## src/rtl/usbdr_pkg.sv

```systemverilog
// ---------------------------------------------------------------------------
// usbdr_pkg
// Types, codes, descriptor ROM and reset values for the EP0 responder.
// ---------------------------------------------------------------------------
package usbdr_pkg;

  localparam int unsigned QUEUE_DEPTH = 4;
  localparam int unsigned REG_W       = 16;

  localparam logic [15:0] VENDOR_ID_RST      = 16'hdead;
  localparam logic [15:0] PRODUCT_ID_RST     = 16'hbeef;
  localparam logic [15:0] DEVICE_RELEASE_RST = 16'h1138;

  // hub-style port bits
  localparam int unsigned ST_CONN_BIT     = 0;
  localparam int unsigned ST_ENABLE_BIT   = 1;
  localparam int unsigned ST_RESET_BIT    = 4;
  localparam int unsigned ST_POWER_BIT    = 8;
  localparam int unsigned CH_CONN_BIT     = 0;
  localparam int unsigned CH_RESET_BIT    = 4;
  localparam int unsigned FL_RESUMING_BIT = 0;

  localparam logic [7:0] PORT_ONE = 8'd1;

  localparam logic [7:0] RT_STD_OUT_DEV = 8'h00;
  localparam logic [7:0] RT_STD_IN_DEV  = 8'h80;

  localparam logic [7:0] RQ_SET_ADDRESS       = 8'd5;
  localparam logic [7:0] RQ_GET_DESC          = 8'd6;
  localparam logic [7:0] RQ_SET_CONFIGURATION = 8'd9;
  localparam logic [7:0] RQ_SET_INTERFACE     = 8'd11;

  localparam logic [7:0] DT_DEVICE = 8'd1;
  localparam logic [7:0] DT_CONFIG = 8'd2;
  localparam logic [7:0] DT_STRING = 8'd3;

  localparam logic [4:0] LEN_DEVICE = 5'd18;
  localparam logic [4:0] LEN_CONFIG = 5'd18;
  localparam logic [4:0] LEN_STR0   = 5'd4;
  localparam logic [4:0] LEN_STR1   = 5'd26;

  typedef enum logic [2:0] {
    OUT_SUCCESS   = 3'd0,
    OUT_STALL     = 3'd1,
    OUT_NOT_ADDR  = 3'd2,
    OUT_NOT_CTRL  = 3'd3,
    OUT_BAD_PORT  = 3'd4,
    OUT_PORT_DONE = 3'd5
  } outcome_t;

  typedef enum logic [2:0] {
    DESC_NONE   = 3'd0,
    DESC_DEVICE = 3'd1,
    DESC_CONFIG = 3'd2,
    DESC_STR0   = 3'd3,
    DESC_STR1   = 3'd4
  } desc_t;

  typedef enum logic [1:0] {
    CFG_VENDOR_ID      = 2'd0,
    CFG_PRODUCT_ID     = 2'd1,
    CFG_DEVICE_RELEASE = 2'd2
  } cfg_idx_t;

  // classified request handed from front to back
  typedef struct packed {
    outcome_t   outcome;
    logic       do_connect;
    logic       do_reset_done;
    logic       do_resume;
    desc_t      desc;
    logic [4:0] len;
    logic [6:0] addr;
    logic       addr_valid;
  } cmd_t;

  typedef struct packed {
    logic [15:0] vendor_id;
    logic [15:0] product_id;
    logic [15:0] device_release;
  } desc_cfg_t;

  localparam logic [7:0] ROM_DEV [18] = '{
    8'd18, 8'd1, 8'h00, 8'h02, 8'd0, 8'd0, 8'd0, 8'd64, 8'had, 8'hde,
    8'hef, 8'hbe, 8'h38, 8'h11, 8'd0, 8'd1, 8'd0, 8'd1};
  localparam logic [7:0] ROM_CONF [18] = '{
    8'd9, 8'd2, 8'd18, 8'd0, 8'd1, 8'd1, 8'd0, 8'h80, 8'd0, 8'd9,
    8'd4, 8'd0, 8'd0, 8'd0, 8'd0, 8'd0, 8'd0, 8'd0};
  localparam logic [7:0] ROM_STR0 [4] = '{8'h04, 8'h03, 8'h09, 8'h04};
  // "Hello World!" in UTF-16LE
  localparam logic [7:0] ROM_STR1 [26] = '{
    8'h1a, 8'h03, 8'h48, 8'h00, 8'h65, 8'h00, 8'h6c, 8'h00, 8'h6c, 8'h00,
    8'h6f, 8'h00, 8'h20, 8'h00, 8'h57, 8'h00, 8'h6f, 8'h00, 8'h72, 8'h00,
    8'h6c, 8'h00, 8'h64, 8'h00, 8'h21, 8'h00};

  function automatic logic [7:0] desc_byte(desc_t d, logic [4:0] i, desc_cfg_t c);
    logic [7:0] b;
    b = 8'd0;
    case (d)
      DESC_DEVICE: begin
        case (i)
          5'd8:    b = c.vendor_id[7:0];
          5'd9:    b = c.vendor_id[15:8];
          5'd10:   b = c.product_id[7:0];
          5'd11:   b = c.product_id[15:8];
          5'd12:   b = c.device_release[7:0];
          5'd13:   b = c.device_release[15:8];
          default: b = ROM_DEV[i];
        endcase
      end
      DESC_CONFIG: b = ROM_CONF[i];
      DESC_STR0:   b = ROM_STR0[i[1:0]];
      DESC_STR1:   b = ROM_STR1[i];
      default:     b = 8'd0;
    endcase
    return b;
  endfunction

endpackage

```

## src/rtl/usbdr_front.sv

```systemverilog
// ---------------------------------------------------------------------------
// usbdr_front
// Accepts port events and requests, keeps address and port history,
// and classifies each item into a command for the back end.
// ---------------------------------------------------------------------------
module usbdr_front (
  input  logic              clk,
  input  logic              rst_n,
  input  logic              accept,
  input  logic              in_func,
  input  logic [7:0]        in_port_index,
  input  logic [15:0]       in_port_status,
  input  logic [15:0]       in_port_change,
  input  logic [7:0]        in_port_flags,
  input  logic [6:0]        in_target_address,
  input  logic              in_is_control,
  input  logic [7:0]        in_endpoint_address,
  input  logic [7:0]        in_request_type,
  input  logic [7:0]        in_request_code,
  input  logic [15:0]       in_setup_value,
  input  logic [15:0]       in_requested_length,
  output usbdr_pkg::cmd_t   cmd
);
  import usbdr_pkg::*;

  logic [6:0]  dev_addr_r, dev_addr_nxt;
  logic        addr_valid_r, addr_valid_nxt;
  logic [15:0] last_status_r, last_status_nxt;
  logic [7:0]  last_flags_r, last_flags_nxt;

  desc_t       desc;
  logic [4:0]  dlen;
  logic [7:0]  dtype;
  logic [7:0]  dindex;

  always_comb begin
    dtype  = in_setup_value[15:8];
    dindex = in_setup_value[7:0];
    desc   = DESC_NONE;
    dlen   = 5'd0;
    if (in_request_type == RT_STD_IN_DEV && in_request_code == RQ_GET_DESC) begin
      if (dtype == DT_DEVICE) begin
        desc = DESC_DEVICE;
        dlen = LEN_DEVICE;
      end else if (dtype == DT_CONFIG) begin
        desc = DESC_CONFIG;
        dlen = LEN_CONFIG;
      end else if (dtype == DT_STRING && dindex == 8'd0) begin
        desc = DESC_STR0;
        dlen = LEN_STR0;
      end else if (dtype == DT_STRING && dindex == 8'd1) begin
        desc = DESC_STR1;
        dlen = LEN_STR1;
      end
    end
  end

  always_comb begin
    dev_addr_nxt    = dev_addr_r;
    addr_valid_nxt  = addr_valid_r;
    last_status_nxt = last_status_r;
    last_flags_nxt  = last_flags_r;
    cmd             = '0;
    cmd.outcome     = OUT_STALL;
    cmd.desc        = DESC_NONE;

    if (!in_func) begin
      if (in_port_index != PORT_ONE) begin
        cmd.outcome = OUT_BAD_PORT;
      end else begin
        cmd.outcome     = OUT_PORT_DONE;
        last_status_nxt = in_port_status;
        last_flags_nxt  = in_port_flags;
        if (in_port_change[CH_CONN_BIT]) begin
          addr_valid_nxt = 1'b0;
          dev_addr_nxt   = 7'd0;
        end
        // reset finished with the port enabled: default address
        if (in_port_change[CH_RESET_BIT] && !in_port_status[ST_RESET_BIT] &&
            in_port_status[ST_ENABLE_BIT]) begin
          addr_valid_nxt = 1'b1;
          dev_addr_nxt   = 7'd0;
        end
        cmd.do_connect    = !last_status_r[ST_POWER_BIT] && in_port_status[ST_POWER_BIT];
        cmd.do_reset_done = !last_status_r[ST_RESET_BIT] && in_port_status[ST_RESET_BIT] &&
                            in_port_status[ST_CONN_BIT];
        cmd.do_resume     = !last_flags_r[FL_RESUMING_BIT] &&
                            in_port_flags[FL_RESUMING_BIT] && in_port_status[ST_CONN_BIT];
      end
    end else if (!addr_valid_r || in_target_address != dev_addr_r) begin
      cmd.outcome = OUT_NOT_ADDR;
    end else if (!in_is_control) begin
      cmd.outcome = OUT_NOT_CTRL;
    end else if (in_endpoint_address[6:0] != 7'd0) begin
      cmd.outcome = OUT_STALL;
    end else if (in_request_type == RT_STD_OUT_DEV && in_request_code == RQ_SET_ADDRESS) begin
      if (in_setup_value > 16'h007f) begin
        cmd.outcome = OUT_STALL;
      end else begin
        cmd.outcome    = OUT_SUCCESS;
        dev_addr_nxt   = in_setup_value[6:0];
        addr_valid_nxt = 1'b1;
      end
    end else if (in_request_type == RT_STD_OUT_DEV &&
                 (in_request_code == RQ_SET_CONFIGURATION ||
                  in_request_code == RQ_SET_INTERFACE)) begin
      cmd.outcome = OUT_SUCCESS;
    end else if (desc != DESC_NONE) begin
      cmd.outcome = OUT_SUCCESS;
      cmd.desc    = desc;
      cmd.len     = (in_requested_length < {11'd0, dlen}) ? in_requested_length[4:0] : dlen;
    end

    cmd.addr_valid = addr_valid_nxt;
    cmd.addr       = addr_valid_nxt ? dev_addr_nxt : 7'd0;
  end

  always_ff @(posedge clk) begin
    if (!rst_n) begin
      dev_addr_r    <= 7'd0;
      addr_valid_r  <= 1'b0;
      last_status_r <= 16'd0;
      last_flags_r  <= 8'd0;
    end else if (accept) begin
      dev_addr_r    <= dev_addr_nxt;
      addr_valid_r  <= addr_valid_nxt;
      last_status_r <= last_status_nxt;
      last_flags_r  <= last_flags_nxt;
    end
  end

endmodule

```

## src/rtl/usbdr_cmd_queue.sv

```systemverilog
// ---------------------------------------------------------------------------
// usbdr_cmd_queue
// Small FIFO of classified commands between front and back.
// ---------------------------------------------------------------------------
module usbdr_cmd_queue #(
  parameter int unsigned DEPTH = usbdr_pkg::QUEUE_DEPTH
) (
  input  logic            clk,
  input  logic            rst_n,
  input  logic            wr_en,
  input  usbdr_pkg::cmd_t wr_cmd,
  output logic            full,
  output logic            rd_valid,
  input  logic            rd_pop,
  output usbdr_pkg::cmd_t rd_cmd
);
  import usbdr_pkg::*;

  localparam int unsigned PTR_W = (DEPTH > 1) ? $clog2(DEPTH) : 1;
  localparam int unsigned CNT_W = $clog2(DEPTH + 1);
  localparam logic [PTR_W-1:0] PTR_LAST = PTR_W'(DEPTH - 1);

  cmd_t             mem_r [DEPTH];
  logic [PTR_W-1:0] wr_ptr_r, wr_ptr_nxt;
  logic [PTR_W-1:0] rd_ptr_r, rd_ptr_nxt;
  logic [CNT_W-1:0] cnt_r, cnt_nxt;
  logic             do_wr, do_rd;

  assign full     = (cnt_r == CNT_W'(DEPTH));
  assign rd_valid = (cnt_r != '0);
  assign rd_cmd   = mem_r[rd_ptr_r];
  assign do_wr    = wr_en && !full;
  assign do_rd    = rd_pop && rd_valid;

  always_comb begin
    wr_ptr_nxt = wr_ptr_r;
    rd_ptr_nxt = rd_ptr_r;
    cnt_nxt    = cnt_r;
    if (do_wr) wr_ptr_nxt = (wr_ptr_r == PTR_LAST) ? '0 : wr_ptr_r + PTR_W'(1);
    if (do_rd) rd_ptr_nxt = (rd_ptr_r == PTR_LAST) ? '0 : rd_ptr_r + PTR_W'(1);
    if (do_wr && !do_rd) cnt_nxt = cnt_r + CNT_W'(1);
    else if (do_rd && !do_wr) cnt_nxt = cnt_r - CNT_W'(1);
  end

  always_ff @(posedge clk) begin
    if (!rst_n) begin
      wr_ptr_r <= '0;
      rd_ptr_r <= '0;
      cnt_r    <= '0;
    end else begin
      wr_ptr_r <= wr_ptr_nxt;
      rd_ptr_r <= rd_ptr_nxt;
      cnt_r    <= cnt_nxt;
    end
  end

  always_ff @(posedge clk) begin
    if (do_wr) mem_r[wr_ptr_r] <= wr_cmd;
  end

endmodule

```

## src/rtl/usbdr_back.sv

```systemverilog
// ---------------------------------------------------------------------------
// usbdr_back
// Carries out queued commands: one result per cycle into the output register
// while it is free or popped, walking descriptor bytes for descriptor reads.
// ---------------------------------------------------------------------------
module usbdr_back (
  input  logic                 clk,
  input  logic                 rst_n,
  input  logic                 cmd_valid,
  input  usbdr_pkg::cmd_t      cmd,
  output logic                 cmd_pop,
  input  usbdr_pkg::desc_cfg_t dcfg,
  output logic                 empty,
  input  logic                 pop,
  output logic [2:0]           out_outcome,
  output logic [7:0]           out_data_byte,
  output logic                 out_byte_valid,
  output logic                 out_last,
  output logic [4:0]           out_actual_length,
  output logic                 out_do_connect,
  output logic                 out_do_reset_done,
  output logic                 out_do_resume,
  output logic [6:0]           out_current_address,
  output logic                 out_address_valid
);
  import usbdr_pkg::*;

  logic       valid_r, valid_nxt;
  logic [4:0] idx_r, idx_nxt;
  logic       single, is_last, adv;

  outcome_t   outcome_r;
  logic [7:0] byte_r;
  logic       bv_r, last_r;
  logic [4:0] alen_r;
  logic       con_r, rd_r, res_r;
  logic [6:0] addr_r;
  logic       addr_valid_r;

  // everything but a non-empty descriptor is a single result
  assign single  = (cmd.desc == DESC_NONE) || (cmd.len == 5'd0);
  assign is_last = single || ((idx_r + 5'd1) == cmd.len);
  assign adv     = cmd_valid && (!valid_r || pop);
  assign cmd_pop = adv && is_last;

  always_comb begin
    idx_nxt   = idx_r;
    valid_nxt = valid_r;
    if (adv) begin
      valid_nxt = 1'b1;
      idx_nxt   = is_last ? 5'd0 : idx_r + 5'd1;
    end else if (pop) begin
      valid_nxt = 1'b0;
    end
  end

  always_ff @(posedge clk) begin
    if (!rst_n) begin
      valid_r <= 1'b0;
      idx_r   <= 5'd0;
    end else begin
      valid_r <= valid_nxt;
      idx_r   <= idx_nxt;
    end
  end

  always_ff @(posedge clk) begin
    if (adv) begin
      outcome_r    <= cmd.outcome;
      byte_r       <= single ? 8'd0 : desc_byte(cmd.desc, idx_r, dcfg);
      bv_r         <= !single;
      last_r       <= is_last;
      alen_r       <= single ? 5'd0 : cmd.len;
      con_r        <= cmd.do_connect;
      rd_r         <= cmd.do_reset_done;
      res_r        <= cmd.do_resume;
      addr_r       <= cmd.addr;
      addr_valid_r <= cmd.addr_valid;
    end
  end

  assign empty               = !valid_r;
  assign out_outcome         = outcome_r;
  assign out_data_byte       = byte_r;
  assign out_byte_valid      = bv_r;
  assign out_last            = last_r;
  assign out_actual_length   = alen_r;
  assign out_do_connect      = con_r;
  assign out_do_reset_done   = rd_r;
  assign out_do_resume       = res_r;
  assign out_current_address = addr_r;
  assign out_address_valid   = addr_valid_r;

endmodule

```

## src/rtl/usb_device_request_responder.sv

```systemverilog
// ---------------------------------------------------------------------------
// usb_device_request_responder
// USB endpoint-0 responder for one full-speed port.
// ---------------------------------------------------------------------------
// The front end takes one item (port event or request) per cycle whenever
// full is low, updates the device address and port history at once, and
// queues a classified command. The back end turns each command into its
// results at one per cycle while the result side is not stalled: a single
// result for events and most requests, or one result per descriptor byte
// (up to 26) for a descriptor read. With the back end idle, an accepted
// item passes through the command queue and the output register before
// its first result is on the ports. The command queue (QUEUE_DEPTH
// entries) lets input continue while a long descriptor drains or the
// result side stalls.
// ---------------------------------------------------------------------------
module usb_device_request_responder #(
  parameter int unsigned QUEUE_DEPTH = usbdr_pkg::QUEUE_DEPTH
) (
  input  logic        clk,
  input  logic        rst_n,
  input  logic        push,
  output logic        full,
  input  logic        in_func,
  input  logic [7:0]  in_port_index,
  input  logic [15:0] in_port_status,
  input  logic [15:0] in_port_change,
  input  logic [7:0]  in_port_flags,
  input  logic [6:0]  in_target_address,
  input  logic        in_is_control,
  input  logic [7:0]  in_endpoint_address,
  input  logic [7:0]  in_request_type,
  input  logic [7:0]  in_request_code,
  input  logic [15:0] in_setup_value,
  input  logic [15:0] in_requested_length,
  output logic        empty,
  input  logic        pop,
  output logic [2:0]  out_outcome,
  output logic [7:0]  out_data_byte,
  output logic        out_byte_valid,
  output logic        out_last,
  output logic [4:0]  out_actual_length,
  output logic        out_do_connect,
  output logic        out_do_reset_done,
  output logic        out_do_resume,
  output logic [6:0]  out_current_address,
  output logic        out_address_valid,
  input  logic        cfg_wr_en,
  input  logic [1:0]  cfg_index,
  input  logic [usbdr_pkg::REG_W-1:0] cfg_wdata
);
  import usbdr_pkg::*;

  desc_cfg_t dcfg_r;
  cmd_t      front_cmd, back_cmd;
  logic      accept, q_valid, q_pop;

  assign accept = push && !full;

  always_ff @(posedge clk) begin
    if (!rst_n) begin
      dcfg_r.vendor_id      <= VENDOR_ID_RST;
      dcfg_r.product_id     <= PRODUCT_ID_RST;
      dcfg_r.device_release <= DEVICE_RELEASE_RST;
    end else if (cfg_wr_en) begin
      case (cfg_idx_t'(cfg_index))
        CFG_VENDOR_ID:      dcfg_r.vendor_id      <= cfg_wdata;
        CFG_PRODUCT_ID:     dcfg_r.product_id     <= cfg_wdata;
        CFG_DEVICE_RELEASE: dcfg_r.device_release <= cfg_wdata;
        default: ;
      endcase
    end
  end

  usbdr_front u_front (
    .clk                 (clk),
    .rst_n               (rst_n),
    .accept              (accept),
    .in_func             (in_func),
    .in_port_index       (in_port_index),
    .in_port_status      (in_port_status),
    .in_port_change      (in_port_change),
    .in_port_flags       (in_port_flags),
    .in_target_address   (in_target_address),
    .in_is_control       (in_is_control),
    .in_endpoint_address (in_endpoint_address),
    .in_request_type     (in_request_type),
    .in_request_code     (in_request_code),
    .in_setup_value      (in_setup_value),
    .in_requested_length (in_requested_length),
    .cmd                 (front_cmd)
  );

  usbdr_cmd_queue #(
    .DEPTH (QUEUE_DEPTH)
  ) u_queue (
    .clk      (clk),
    .rst_n    (rst_n),
    .wr_en    (accept),
    .wr_cmd   (front_cmd),
    .full     (full),
    .rd_valid (q_valid),
    .rd_pop   (q_pop),
    .rd_cmd   (back_cmd)
  );

  usbdr_back u_back (
    .clk                 (clk),
    .rst_n               (rst_n),
    .cmd_valid           (q_valid),
    .cmd                 (back_cmd),
    .cmd_pop             (q_pop),
    .dcfg                (dcfg_r),
    .empty               (empty),
    .pop                 (pop),
    .out_outcome         (out_outcome),
    .out_data_byte       (out_data_byte),
    .out_byte_valid      (out_byte_valid),
    .out_last            (out_last),
    .out_actual_length   (out_actual_length),
    .out_do_connect      (out_do_connect),
    .out_do_reset_done   (out_do_reset_done),
    .out_do_resume       (out_do_resume),
    .out_current_address (out_current_address),
    .out_address_valid   (out_address_valid)
  );

endmodule

```

## config.mk

```make
export PLATFORM = sky130hd
export DESIGN_NAME = usb_device_request_responder
export DESIGN_NICKNAME = d
export VERILOG_FILES = /design/src/rtl/usbdr_pkg.sv /design/src/rtl/usbdr_front.sv /design/src/rtl/usbdr_cmd_queue.sv /design/src/rtl/usbdr_back.sv /design/src/rtl/usb_device_request_responder.sv
export SDC_FILE = /design/constraint.sdc
export NUM_CORES = 1
export LEC_CHECK = 0
export BUFFER_PORTS_ARGS = -buffer_cell sky130_fd_sc_hd__buf_2
export CAP_MARGIN = 20
export CORE_MARGIN = 3
export CORE_UTILIZATION = 45
export CTS_BUF_LIST = sky130_fd_sc_hd__clkbuf_8
export DETAILED_ROUTE_END_ITERATION = 10
export PLACE_DENSITY = 0.76
export SETUP_SLACK_MARGIN = 0.15
export SYNTH_ARGS = -nofsm -noshare
export SYNTH_HDL_FRONTEND = slang
export SYNTH_SLANG_ARGS = --single-unit
```

## constraint.sdc

```tcl
create_clock -name clk -period 6 [get_ports clk]
set_input_delay 1.8 -clock clk [delete_from_list [all_inputs] [get_ports clk]]
set_output_delay 1.8 -clock clk [all_outputs]
set_load 0.005 [all_outputs]
```

==> out/results.ini, run 1 <==
[final_layout]
final_core_util_pct = 53.65
area_delta_synth_final_pct = 15.47
nets = 1066
fin_cells = 1185
antenna_cells = 0
drive_gt1_share_pct = 22.81

[sta]
hold_viol_final = 0
rsz0062_at_grt = no
setup_viol = 0
min_period_ns = 4.557
slew_viol_final = 0
slew_headroom_pct = 34.94
tns_ns = 0
worst_pin_slew_ns = 0.9758
worst_clock_skew_ns = 0.01397
max_freq_ghz = 0.2195
period_share_pct = 75.94

[yosys]
yosysSeqAreaShare_pct = 56.71
synth_warnings = 0
synth_seq_cells = 191
synth.distinct_cells = 67
synth-edff-count = 117
synth_flop_cell = edfxtp_1
synth_top_cell_by_area = edfxtp_1
synth_nets = 947
yosys-top-cells-area = edfxtp_1 (40%), dfxtp_1 (17%), nand2_1 (5.7%)
synth_top_area_share_pct = 39.89
avgSynthCellArea_um2 = 11.11
synthCells = 793
synth_area_mm2 = 0.008807
synthArstFlopShare_pct = 0

[worst_setup_path]
cp.arrival_ns = 4.80
critPathLaunchType = primary input
cp.required_ns = 6.24
worstSetupPathType = in -> reg
crit_path_end_kind = flop
crit_fanout = 7

[route]
drtPass1Iterations = 5
drc = 0
vias = 6626
via_per_inst = 5.592
wl_per_cell_um = 17.65
drt-total-wl_um = 20910
drt_iter0_markers = 654
ant_nets = 0

[clock_tree]
root_buffer = clkbuf_8
clock_latency_ns = 0.47
ctsLongestPathBuffers = 2
cts.clk_slew.worst_paths_ns = 0.10
cts_setup_buffers = 0
numCtsBuffers = 17
post_cts_resized = 0
h-tree-depth = 4
cts_tree = yes
clock_sinks = 191
ctsHoldBuffers = 0

[power_and_ir_drop]
total_power_uw = 3624
vdd_drop_max_mv = 0.2085
leakage_uw = 0.003762
p_per_area_mw_per_mm2 = 356.3

[worst_hold_path]
min_path_type = reg -> reg

[placed_design]
placed_cells = 1152
numPortBuffers = 132
gp_congestion = 0.8863
dp_hpwl_um = 14590

[die]
die_y_um = 145.9
io_pins = 167
core_area_mm2 = 0.01896
die_w_um = 145.9
start_util_pct = 46.46
dieArea_mm2 = 0.02129
rows = 50

[grt]
grt.total_usage_pct = 19.60
grt_max_degree = 46
grt_remaining_overflow = 0
antenna_found_initial = 1
grt_pass1_vias = 6414
grt_pass1_wl_um = 33520

[run]
maxCapViolCount = 0

[status]
status = completed

-- kinds of logic (layout without fill, tap and decap cells) --
| kind of cell | count (synthesis) | in the layout | synth area share (%) |
|---|---|---|---|
| multiplexers | 39 | 39 | 7.544 |
| flip-flops | 191 | 191 | 56.71 |
| adder cells (fa/ha/maj) | 18 | 18 | 2.642 |
| AO/OA/AOI/OAI | 140 | 140 | 10.58 |
| AND/OR/NAND/NOR | 321 | 321 | 17.74 |
| XOR/XNOR | 19 | 19 | 1.889 |
| buffers and inverters | 65 | 197 | 2.884 |
-- registers in the layout, indices dropped and copies added (netlist names), 3 cells and up, named ones only --
name	count
u_queue.mem_r	88
dcfg_r	48
u_back.out_data_byte	8
u_back.out_current_address	7
u_front.dev_addr_r	7
u_back.idx_r	5
u_back.out_actual_length	5
u_back.out_outcome	3
u_queue.cnt_r	3
-- per-stage QoR --
stage               hold slack, ns  cell area, um^2  setup slack, ns
global route                0.4805            10170            1.267
detailed placement          0.4467             9736            1.059
finish                      0.4599            10170            1.443
global placement            0.4416             9693            1.172
floorplan                   0.4357             8807            1.121
CTS                         0.4611            10140            1.559
-- layer usage --
layer	vias up	track usage (%)	wire length, um	share of wire (%)
li1	3161	-	-	-
met1	3195	26.86	9131	44
met2	244	31.94	10210	49
met3	24	4.329	1357	6.5
met4	2	4.843	211	1.0
met5	-	0	7	0.033
-- cells in the final DEF (no fill, tap or decap), types with 11 or more instances in the layout --
master	count
nand2_1	134
buf_2	132
edfxtp_1	117
dfxtp_1	74
nand3_1	49
a21oi_1	49
nor2_1	45
a22oi_1	24
inv_1	19
mux4_2	19
ha_1	17
clkbuf_8	17
o21ai_0	16
mux2i_1	15
xnor2_1	15
nor3_1	11
-- worst paths after layout --
kind         slack [ns]                     from  depth (start not counted)                             end
min reg2reg        0.46  dcfg_r[38]$_SDFFE_PN0P_                          2         dcfg_r[38]$_SDFFE_PN0P_
max reg2reg        2.11                     flop                         12   u_queue.cnt_r[2]$_SDFFE_PN0P_
min                0.46  dcfg_r[38]$_SDFFE_PN0P_                          2         dcfg_r[38]$_SDFFE_PN0P_
max                1.44        in_setup_value[6]                         10  u_queue.mem_r[2][10]$_DFFE_PP_
-- where the power goes --
| group | total (uW) | switching (uW) | leakage (uW) | internal (uW) |
|---|---|---|---|---|
| Clock | 830 | 513 | 0.000202 | 317 |
| Sequential | 1750 | 102 | 0.00173 | 1640 |
| Combinational | 1050 | 599 | 0.00183 | 449 |
-- critical path: stages --
cell and delay [ns]:
buf_2 0.11, nor4_1 0.55, a31oi_1 0.16, or4b_1 0.63
ha_1 0.24, nor4_1 0.21, nand3_1 0.15, a21oi_1 0.46
nand3_1 0.14, a21oi_1 0.34
-- synth_stat cells, types with 4 or more instances --
cell type  instances
nand4_1            8
nor4_1            10
a21oi_1           50
and2_1             8
xnor2_1           15
nor2_1            45
nand3_1           49
a22oi_1           24
mux4_2            19
nor2b_1            9
nand3b_1           4
clkbuf_1          37
a222oi_1           4
a22o_1             4
a221oi_1           4
nand2_1          134
a21o_1             5
ha_1              17
or2_2              4
inv_1             18
nor3b_1            9
mux2i_1           15
o22ai_1           10
dfxtp_1           74
xor2_1             4
o21ai_0           16
nor3_1            11
nand2b_1           6
edfxtp_1         117
-- area by class of cell --
type	count	area, um^2
flip-flops and latches	191	4995
multi-input cells	537	3570
clock inverters	15	172.7
inverters	22	82.58
repair buffers	143	790.8
fillers	1647	8786
clock buffers	17	234.0
well taps	260	325.3
Power figures use the tool's default switching activity.
==> run 2: changes to the inputs <==
--- a/config.mk
+++ b/config.mk
@@ -11,7 +11,7 @@
 export CORE_UTILIZATION = 45
 export CTS_BUF_LIST = sky130_fd_sc_hd__clkbuf_8
 export DETAILED_ROUTE_END_ITERATION = 10
-export PLACE_DENSITY = 0.76
+export PLACE_DENSITY = 0.79
 export SETUP_SLACK_MARGIN = 0.15
 export SYNTH_ARGS = -nofsm -noshare
 export SYNTH_HDL_FRONTEND = slang
==> constraint.sdc (replaced) <==
create_clock -name clk -period 3.8 [get_ports clk]
set_input_delay 1.14 -clock clk [delete_from_list [all_inputs] [get_ports clk]]
set_output_delay 1.14 -clock clk [all_outputs]
set_load 0.005 [all_outputs]
==> run 2 against run 1 <==
Sequential cell count stayed put. Sequential power rose by 57%. Die area stayed put. Combinational power is 61% higher. Global-route usage decreased by 0.15 points. Power grew 58%. Wire length shrank 0.82%. Clock power rose by 54%. Worst hold slack improved by 0.0045 ns. First-iteration DRC count is 4.1% higher. Non-clock buffer count increased by 20. Largest power group unchanged. Highest routed layer unchanged.
==> out/results.ini, run 2 (synthesis gave the netlist of run 1 again) <==
[clock_tree]
post_cts_resized = 0
cts_tree = yes
ctsLongestPathBuffers = 2
clock_sinks = 191
clock_latency_ns = 0.47
cts.clk_slew.worst_paths_ns = 0.11
h-tree-depth = 4
ctsHoldBuffers = 0
root_buffer = clkbuf_8
numCtsBuffers = 17
cts_setup_buffers = 0

[route]
wl_met1_um = 8944
drc = 0
drt_iter0_markers = 681
wl_met3_um = 1345
via_per_inst = 5.543
drt-total-wl_um = 20740
wl_per_cell_um = 17.21
dr_wl_met2_um = 10120
vias = 6679
drtPass1Iterations = 5
top_layer = met5
ant_nets = 0

[final_layout]
antenna_cells = 0
layout_commonest_cell = nand2_1
area_delta_synth_final_pct = 16.84
nets = 1086
n_fill_cell = 1619
final_cell_mix = nand2_1 (134), buf_2 (132), edfxtp_1 (117), dfxtp_1 (74), nand3_1 (49)
regMostFlops = u_queue.mem_r
drive_gt1_share_pct = 24.87
final_core_util_pct = 54.28
largest_reg_flops = 88

[die]
die_y_um = 145.9
dieArea_mm2 = 0.02129
start_util_pct = 46.46
rows = 50
core_area_mm2 = 0.01896
die_w_um = 145.9
io_pins = 167

[power_and_ir_drop]
p_per_area_mw_per_mm2 = 555.0
leakage_uw = 0.003839
total_power_uw = 5711
vdd_drop_max_mv = 0.3677

[worst_setup_path]
crit_path_end_kind = flop
crit_fanout = 7
cp.required_ns = 4.09
critPathLaunchType = primary input
cp.arrival_ns = 3.74
r2r_slack_ns = 0.39
r2r_cells = 12
rr_endpoint = u_queue.cnt_r[2]$_SDFFE_PN0P_
worstSetupPathType = in -> reg

[worst_hold_path]
holdPathStages = 2
min_from = dcfg_r[36]$_SDFFE_PN0P_
min_path_type = reg -> reg
whs_endpoint = dcfg_r[36]$_SDFFE_PN0P_

[placed_design]
gp_congestion = 0.9433
numPortBuffers = 132
pre_cts_ws_ns = -0.1714
dp_hpwl_um = 14560

[sta]
finalWorstSetupSlack_ns = 0.3461
worst_hold_slack_ns = 0.4643
setup_viol = 0
hold_viol_final = 0
period_share_pct = 90.89
slew_viol_final = 0
worst_clock_skew_ns = 0.01267
rsz0062_at_grt = no
min_period_ns = 3.454
worst_pin_slew_ns = 0.7282
max_freq_ghz = 0.2895
slew_headroom_pct = 51.31

[run]
maxCapViolCount = 0

[grt]
grt_pass1_wl_um = 33600
antenna_found_initial = 1
grt_pass1_vias = 6562
grt_remaining_overflow = 0
grt_max_degree = 45
grt.total_usage_pct = 19.45

[status]
status = completed

## run 2: per-stage QoR
| step | setup TNS, ns | cells | instance area [um^2] |
|---|---|---|---|
| 2_1_floorplan | 0 | 793 | 8811 |
| 3_3_place_gp | -0.5667 | 1172 | 9858 |
| 3_5_place_dp | -2.253 | 1172 | 9858 |
| 4_1_cts | 0 | 1204 | 10250 |
| 5_1_grt | 0 | 1205 | 10290 |
| 6_report | 0 | 1205 | 10290 |
## run 2: worst max-delay path: stages
cell	delay, ns
buf_2	0.11
nor4_1	0.37
and4_1	0.28
nor2b_1	0.18
nand2_1	0.12
or2_2	0.35
ha_1	0.31
a21o_1	0.13
a21oi_1	0.06
buf_4	0.15
a211o_1	0.30
a21oi_2	0.22
## run 2: worst max path at each step
stage                                                 to                from  depth (start not counted)
after floorplan           u_queue.mem_r[0][12]$_DFFE_PP_  in_setup_value[14]                         10
after global placement    u_queue.mem_r[2][11]$_DFFE_PP_  in_setup_value[14]                         12
after detailed placement  u_queue.mem_r[0][10]$_DFFE_PP_  in_setup_value[15]                         12
after CTS                 u_queue.mem_r[2][10]$_DFFE_PP_  in_setup_value[15]                         12
after global routing       u_queue.cnt_r[2]$_SDFFE_PN0P_                flop                         12
final                     u_queue.mem_r[2][10]$_DFFE_PP_  in_setup_value[15]                         12
## run 2: power breakdown
group / switching, uW / internal (uW) / leakage [uW]
registers: 149 / 2600 / 0.00173
logic: 964 / 725 / 0.00192
clock network: 788 / 488 / 0.000190
## run 2: cell type report
type,count,area (um^2),area share [%]
Clock inverter,15,155.1,1.508
Multi-Input combinational cell,537,3585,34.84
Sequential cell,191,4995,48.54
Tap cell,260,325.3,3.161
Timing Repair Buffer,163,913.4,8.876
Inverter,22,82.58,0.8025
Clock buffer,17,234.0,2.274
## run 2: per-layer routing
metal  vias to the layer above  track usage, %
met5                         -               0
met4                         2           6.315
met3                        29           4.017
met2                       242           31.87
met1                      3208           26.05
li1                       3198               -
